File: src/design/skt_pkg.sv
// ----------------------------------------------------------------------------
// skt_pkg
// shared types, sizes and codes for the sorted key table
// ----------------------------------------------------------------------------
`timescale 1ns / 1ps
`default_nettype none

package skt_pkg;

    localparam int DEPTH       = 64;
    localparam int KEY_BITS    = 32;
    localparam int HANDLE_BITS = 32;
    localparam int SEQ_BITS    = 32;
    localparam int REFUSE_BITS = 32;
    localparam int OP_W        = 2;
    localparam int POS_W       = 6;
    localparam int STATUS_W    = 3;
    localparam int IDX_W       = $clog2(DEPTH);
    localparam int SLOT_W      = $clog2(DEPTH + 1);

    localparam logic [OP_W-1:0] OP_ADD  = 2'd0;
    localparam logic [OP_W-1:0] OP_FIND = 2'd1;
    localparam logic [OP_W-1:0] OP_READ = 2'd2;

    localparam logic [STATUS_W-1:0] STS_OK      = 3'd0;
    localparam logic [STATUS_W-1:0] STS_INVALID = 3'd1;
    localparam logic [STATUS_W-1:0] STS_DUP     = 3'd2;
    localparam logic [STATUS_W-1:0] STS_FULL    = 3'd3;
    localparam logic [STATUS_W-1:0] STS_MISS    = 3'd4;

    typedef enum logic {
        ST_IDLE,
        ST_EXEC
    } state_t;

    typedef struct packed {
        logic [OP_W-1:0]        operation;
        logic [KEY_BITS-1:0]    key;
        logic [HANDLE_BITS-1:0] handle;
        logic                   handle_ok;
        logic [POS_W-1:0]       position;
    } req_t;

    typedef struct packed {
        logic [STATUS_W-1:0]    status;
        logic [SLOT_W-1:0]      slot;
        logic [KEY_BITS-1:0]    key_out;
        logic [HANDLE_BITS-1:0] handle_out;
        logic [SEQ_BITS-1:0]    seq_out;
        logic [SLOT_W-1:0]      entry_count;
        logic [REFUSE_BITS-1:0] refused_count;
    } rsp_t;

    typedef struct packed {
        logic [KEY_BITS-1:0]    key;
        logic [HANDLE_BITS-1:0] handle;
        logic [SEQ_BITS-1:0]    seq;
    } entry_t;

    // ge: cell is at or past the insert point, eq: key match, sel: chosen for readout
    typedef struct packed {
        logic ge;
        logic eq;
        logic sel;
    } cell_flags_t;

endpackage

`default_nettype wire

File: src/design/skt_cell.sv
// ----------------------------------------------------------------------------
// skt_cell
// one table position: holds an entry, compares it and shifts it up on insert
// ----------------------------------------------------------------------------
`timescale 1ns / 1ps
`default_nettype none

module skt_cell (
    input  wire logic                         clk,
    input  wire logic                         rst_n,
    input  wire logic                         load,
    input  wire logic                         commit,
    input  wire logic [skt_pkg::OP_W-1:0]     op,
    input  wire logic [skt_pkg::KEY_BITS-1:0] key,
    input  wire logic [skt_pkg::POS_W-1:0]    position,
    input  wire logic [skt_pkg::SLOT_W-1:0]   used,
    input  wire logic [skt_pkg::IDX_W-1:0]    cell_index,
    input  wire logic                         prev_ge,
    input  wire skt_pkg::entry_t              prev_entry,
    input  wire skt_pkg::entry_t              new_entry,
    output skt_pkg::entry_t                   entry,
    output skt_pkg::cell_flags_t              flags
);

    skt_pkg::entry_t      entry_reg;
    skt_pkg::entry_t      entry_next;
    skt_pkg::cell_flags_t flags_reg;
    skt_pkg::cell_flags_t flags_next;
    logic                 occupied;

    assign occupied = skt_pkg::SLOT_W'(cell_index) < used;

    always_comb
    begin
        flags_next.ge  = !(occupied && (entry_reg.key < key));
        flags_next.eq  = occupied && (entry_reg.key == key);
        if (op == skt_pkg::OP_READ)
        begin
            flags_next.sel = skt_pkg::SLOT_W'(cell_index) == skt_pkg::SLOT_W'(position);
        end
        else
        begin
            flags_next.sel = flags_next.eq;
        end
    end

    always_comb
    begin
        entry_next = entry_reg;
        if (commit && flags_reg.ge)
        begin
            entry_next = prev_ge ? prev_entry : new_entry;
        end
    end

    always_ff @(posedge clk or negedge rst_n)
    begin
        if (!rst_n)
        begin
            flags_reg <= '0;
        end
        else if (load)
        begin
            flags_reg <= flags_next;
        end
    end

    always_ff @(posedge clk)
    begin
        entry_reg <= entry_next;
    end

    assign entry = entry_reg;
    assign flags = flags_reg;

endmodule

`default_nettype wire

File: config.mk
export PLATFORM = sky130hd
export DESIGN_NAME = skt_cell
export DESIGN_NICKNAME = d
export VERILOG_FILES = /design/src/design/skt_pkg.sv /design/src/design/skt_cell.sv
export SDC_FILE = /design/constraint.sdc
export NUM_CORES = 1
export LEC_CHECK = 0
export BUFFER_PORTS_ARGS = -buffer_cell sky130_fd_sc_hd__clkbuf_2
export CAP_MARGIN = 20
export CORE_MARGIN = 4
export CORE_UTILIZATION = 25
export CTS_BUF_LIST = sky130_fd_sc_hd__clkbuf_8
export DETAILED_ROUTE_END_ITERATION = 8
export HOLD_SLACK_MARGIN = 0.03
export PLACE_DENSITY = 0.6
export SLEW_MARGIN = 30
export SYNTH_ARGS = -nofsm -noshare
export SYNTH_HDL_FRONTEND = slang
export SYNTH_SLANG_ARGS = --single-unit
File: constraint.sdc
create_clock -name clk -period 3.71 [get_ports clk]
set_input_delay 1.113 -clock clk [delete_from_list [all_inputs] [get_ports clk]]
set_output_delay 1.113 -clock clk [all_outputs]
set_load 0.02 [all_outputs]
==> impl_metrics.json <==
{
  "largest_reg_flops": 96,
  "seq_area_frac_synth": 0.570,
  "clock_sinks": 99,
  "slew_violations": 0,
  "synthesis.area_um2": 5190,
  "p_leak_nw": 3.53,
  "grt_use_total": 0.134,
  "relSlewSlack": 0.569,
  "grt_max_degree": 97,
  "dp_hpwl_um": 13100,
  "crit_path_top_delay_cell": "o41ai_1",
  "worstSetupPathType": "in2reg",
  "max_stage_delay_ns": 0.41,
  "layout_common_cells": "clkbuf_2 (347), mux2_2 (96), edfxtp_1 (96)",
  "clk_latency_ns": 0.38,
  "hold_viol_final": 0,
  "synth_nets": 640,
  "postCtsHoldBufs": 0,
  "clk_pin_slew_ns": 0.10,
  "start_util": 0.256,
  "critPathRequiredTime_ns": 3.96,
  "grt_pass1_vias": 4349,
  "fin_crit_sh": 0.625,
  "final_antenna_net_count": 0,
  "dieArea_um2": 23100,
  "cp.arrival_ns": 2.57,
  "maxCapViolCount": 0,
  "setup_viol": 0,
  "routed_wl_um": 16100,
  "setup_tns_ns": 0,
  "syn_area_per_cell_um2": 14.7,
  "post_drt_wl_per_cell_um": 16.4,
  "hp-class": "in2async",
  "drtIter0Drc": 161,
  "layout-drive-gt1-share": 0.662,
  "vias_per_cell": 4.20,
  "synth_top_cells_by_area": "edfxtp_1 (56%), mux2_2 (21%), ha_1 (8.9%)",
  "finalCriticalPeriod_ns": 2.32,
  "final-seq-area_um2": 2960,
  "powerDensity_nw_per_um2": 368,
  "pin_count": 349,
  "first_pass_iters": 5,
  "cts_root_buffer": "clkbuf_8",
  "ctsResizeCount": 0,
  "final_common_cell": "clkbuf_2",
  "coreArea_um2": 20300,
  "vdd_ir_drop_max_mv": 0.222,
  "routabilityCongestion": 0.863,
  "status": "completed",
  "cts_made_buffers": 9,
  "finClkSkew_ns": 0.0157,
  "die_x_um": 152,
  "worst_pin_slew_ns": 0.647,
  "synth_top_area_share": 0.555,
  "path_cells": "clkbuf_2 > inv_1 > ha_1 > nor2b_1 > o211ai_1 > a2111oi_2 > o41ai_1 > a31oi_1",
  "critPathMaxFanout": 2,
  "final_nets": 990,
  "cp-end-kind": "flop",
  "vias": 4110,
  "fillerInstances": 2034,
  "cts_tree": "built",
  "grt_pass1_wl_um": 24000,
  "ys_types": 35,
  "startpoint_type": "input port",
  "diodes": 0,
  "post-cts-setup-buffer-count": 0,
  "io_buffers": 348,
  "max_freq_mhz": 431,
  "setup_ws_ns": 1.39,
  "fp.dieH_um": 152,
  "drc": 0,
  "yosys_warnings": 0,
  "row_count": 52,
  "area_growth_pct": 43.4,
  "synth_cells": 353,
  "yosysTopAreaCell": "edfxtp_1",
  "grt-ovfl-total": 0,
  "cts_buffer_depth": 2,
  "antenna_found_initial": 1,
  "htree_num_levels": 3,
  "pre_cts_ws_ns": 0.962,
  "multiInputGateArea_um2": 2030,
  "rsz0062_at_grt": "false",
  "ys_seq_elements": 99
}
[cells by family (layout without fill, tap and decap cells)]
| kind of cell | Yosys count | count (layout) | share of synthesized area |
|---|---|---|---|
| simple gates | 35 | 35 | 0.0446 |
| xor+xnor | 6 | 6 | 0.0101 |
| flops | 99 | 99 | 0.570 |
| fa+ha+maj | 37 | 37 | 0.0892 |
| buf+inv | 49 | 404 | 0.0398 |
| compound gates | 31 | 31 | 0.0383 |
| mux | 96 | 96 | 0.208 |
[synth_stat cells]
| cell type | n |
|---|---|
| edfxtp_1 | 96 |
| mux2_2 | 96 |
| inv_1 | 38 |
| ha_1 | 37 |
| a21oi_1 | 14 |
| nand4_1 | 10 |
| buf_2 | 6 |
| nand2_1 | 5 |
| buf_4 | 4 |
| nand3_1 | 4 |
| a211oi_1 | 3 |
| a21o_1 | 3 |
| dfrtp_1 | 3 |
| nor2_1 | 3 |
| nor2b_1 | 3 |
| o21ai_0 | 3 |
| xnor2_1 | 3 |
| xor2_1 | 3 |
| a31oi_1 | 2 |
| nand4_2 | 2 |
| a2111oi_2 | 1 |
| a21o_2 | 1 |
| and2_1 | 1 |
| and4b_1 | 1 |
| clkbuf_1 | 1 |
| nand2b_1 | 1 |
| nor3_1 | 1 |
| nor3b_1 | 1 |
| nor4_1 | 1 |
| nor4_2 | 1 |
| nor4_4 | 1 |
| o2111a_1 | 1 |
| o211ai_1 | 1 |
| o21ai_1 | 1 |
| o41ai_1 | 1 |
[worst max-delay path: cells and delay by family]
family          cells  cell delay (ns)
fa+ha+maj           1             0.29
compound gates      4             0.93
buf+inv             2             0.11
simple gates        1             0.13
[path summary, 6_finish.rpt]
path	from	to	slack, ns	cells past startpoint
setup / recovery	key[1]	flags[2]$_DFFE_PN0P_	1.39	8
hold / removal	rst_n	flags[2]$_DFFE_PN0P_	0.52	1
setup reg to reg	entry[65]$_DFFE_PP_	flags[2]$_DFFE_PN0P_	1.82	6
hold reg to reg	flags[1]$_DFFE_PN0P_	flags[1]$_DFFE_PN0P_	0.55	2
max in group asynchronous	rst_n	flags[1]$_DFFE_PN0P_	3.07	1
min in group clk	flags[1]$_DFFE_PN0P_	flags[1]$_DFFE_PN0P_	0.55	2
[metal layers]
metal  vias up  global-route usage  share of wire
met1      1853               0.140           0.36
met5         -                   0        0.00044
li1       2034                   -              -
met4         2              0.0291          0.011
met2       211               0.246           0.53
met3        10              0.0623           0.10
[area by class of cell]
type                            instances  area share
Clock inverter                          7     0.00908
Timing Repair Buffer                  350       0.240
Inverter                               38      0.0192
Tap cell                              270      0.0454
Clock buffer                            9      0.0166
Multi-Input combinational cell        205       0.273
Sequential cell                        99       0.397
[stage by stage]
step | utilization | area, µm² | instances | hold slack (ns) | total power, mW
2_1_floorplan | - | 5190 | 353 | 0.598 | 1.78
3_3_place_gp | 0.357 | 7250 | 962 | 0.524 | 2.08
3_5_place_dp | 0.357 | 7250 | 962 | 0.529 | 2.08
4_1_cts | 0.367 | 7440 | 978 | 0.480 | 2.81
5_1_grt | 0.367 | 7440 | 978 | 0.481 | 2.89
6_report | 0.367 | 7440 | 978 | 0.521 | 2.74
[report_power, final]
part / switching [mW] / internal (mW) / leakage (nW)
Combinational: 0.362 / 0.287 / 2.48
Sequential: 0.0370 / 1.36 / 0.948
Clock: 0.435 / 0.262 / 0.0993
(Power assumes the default switching activity.)
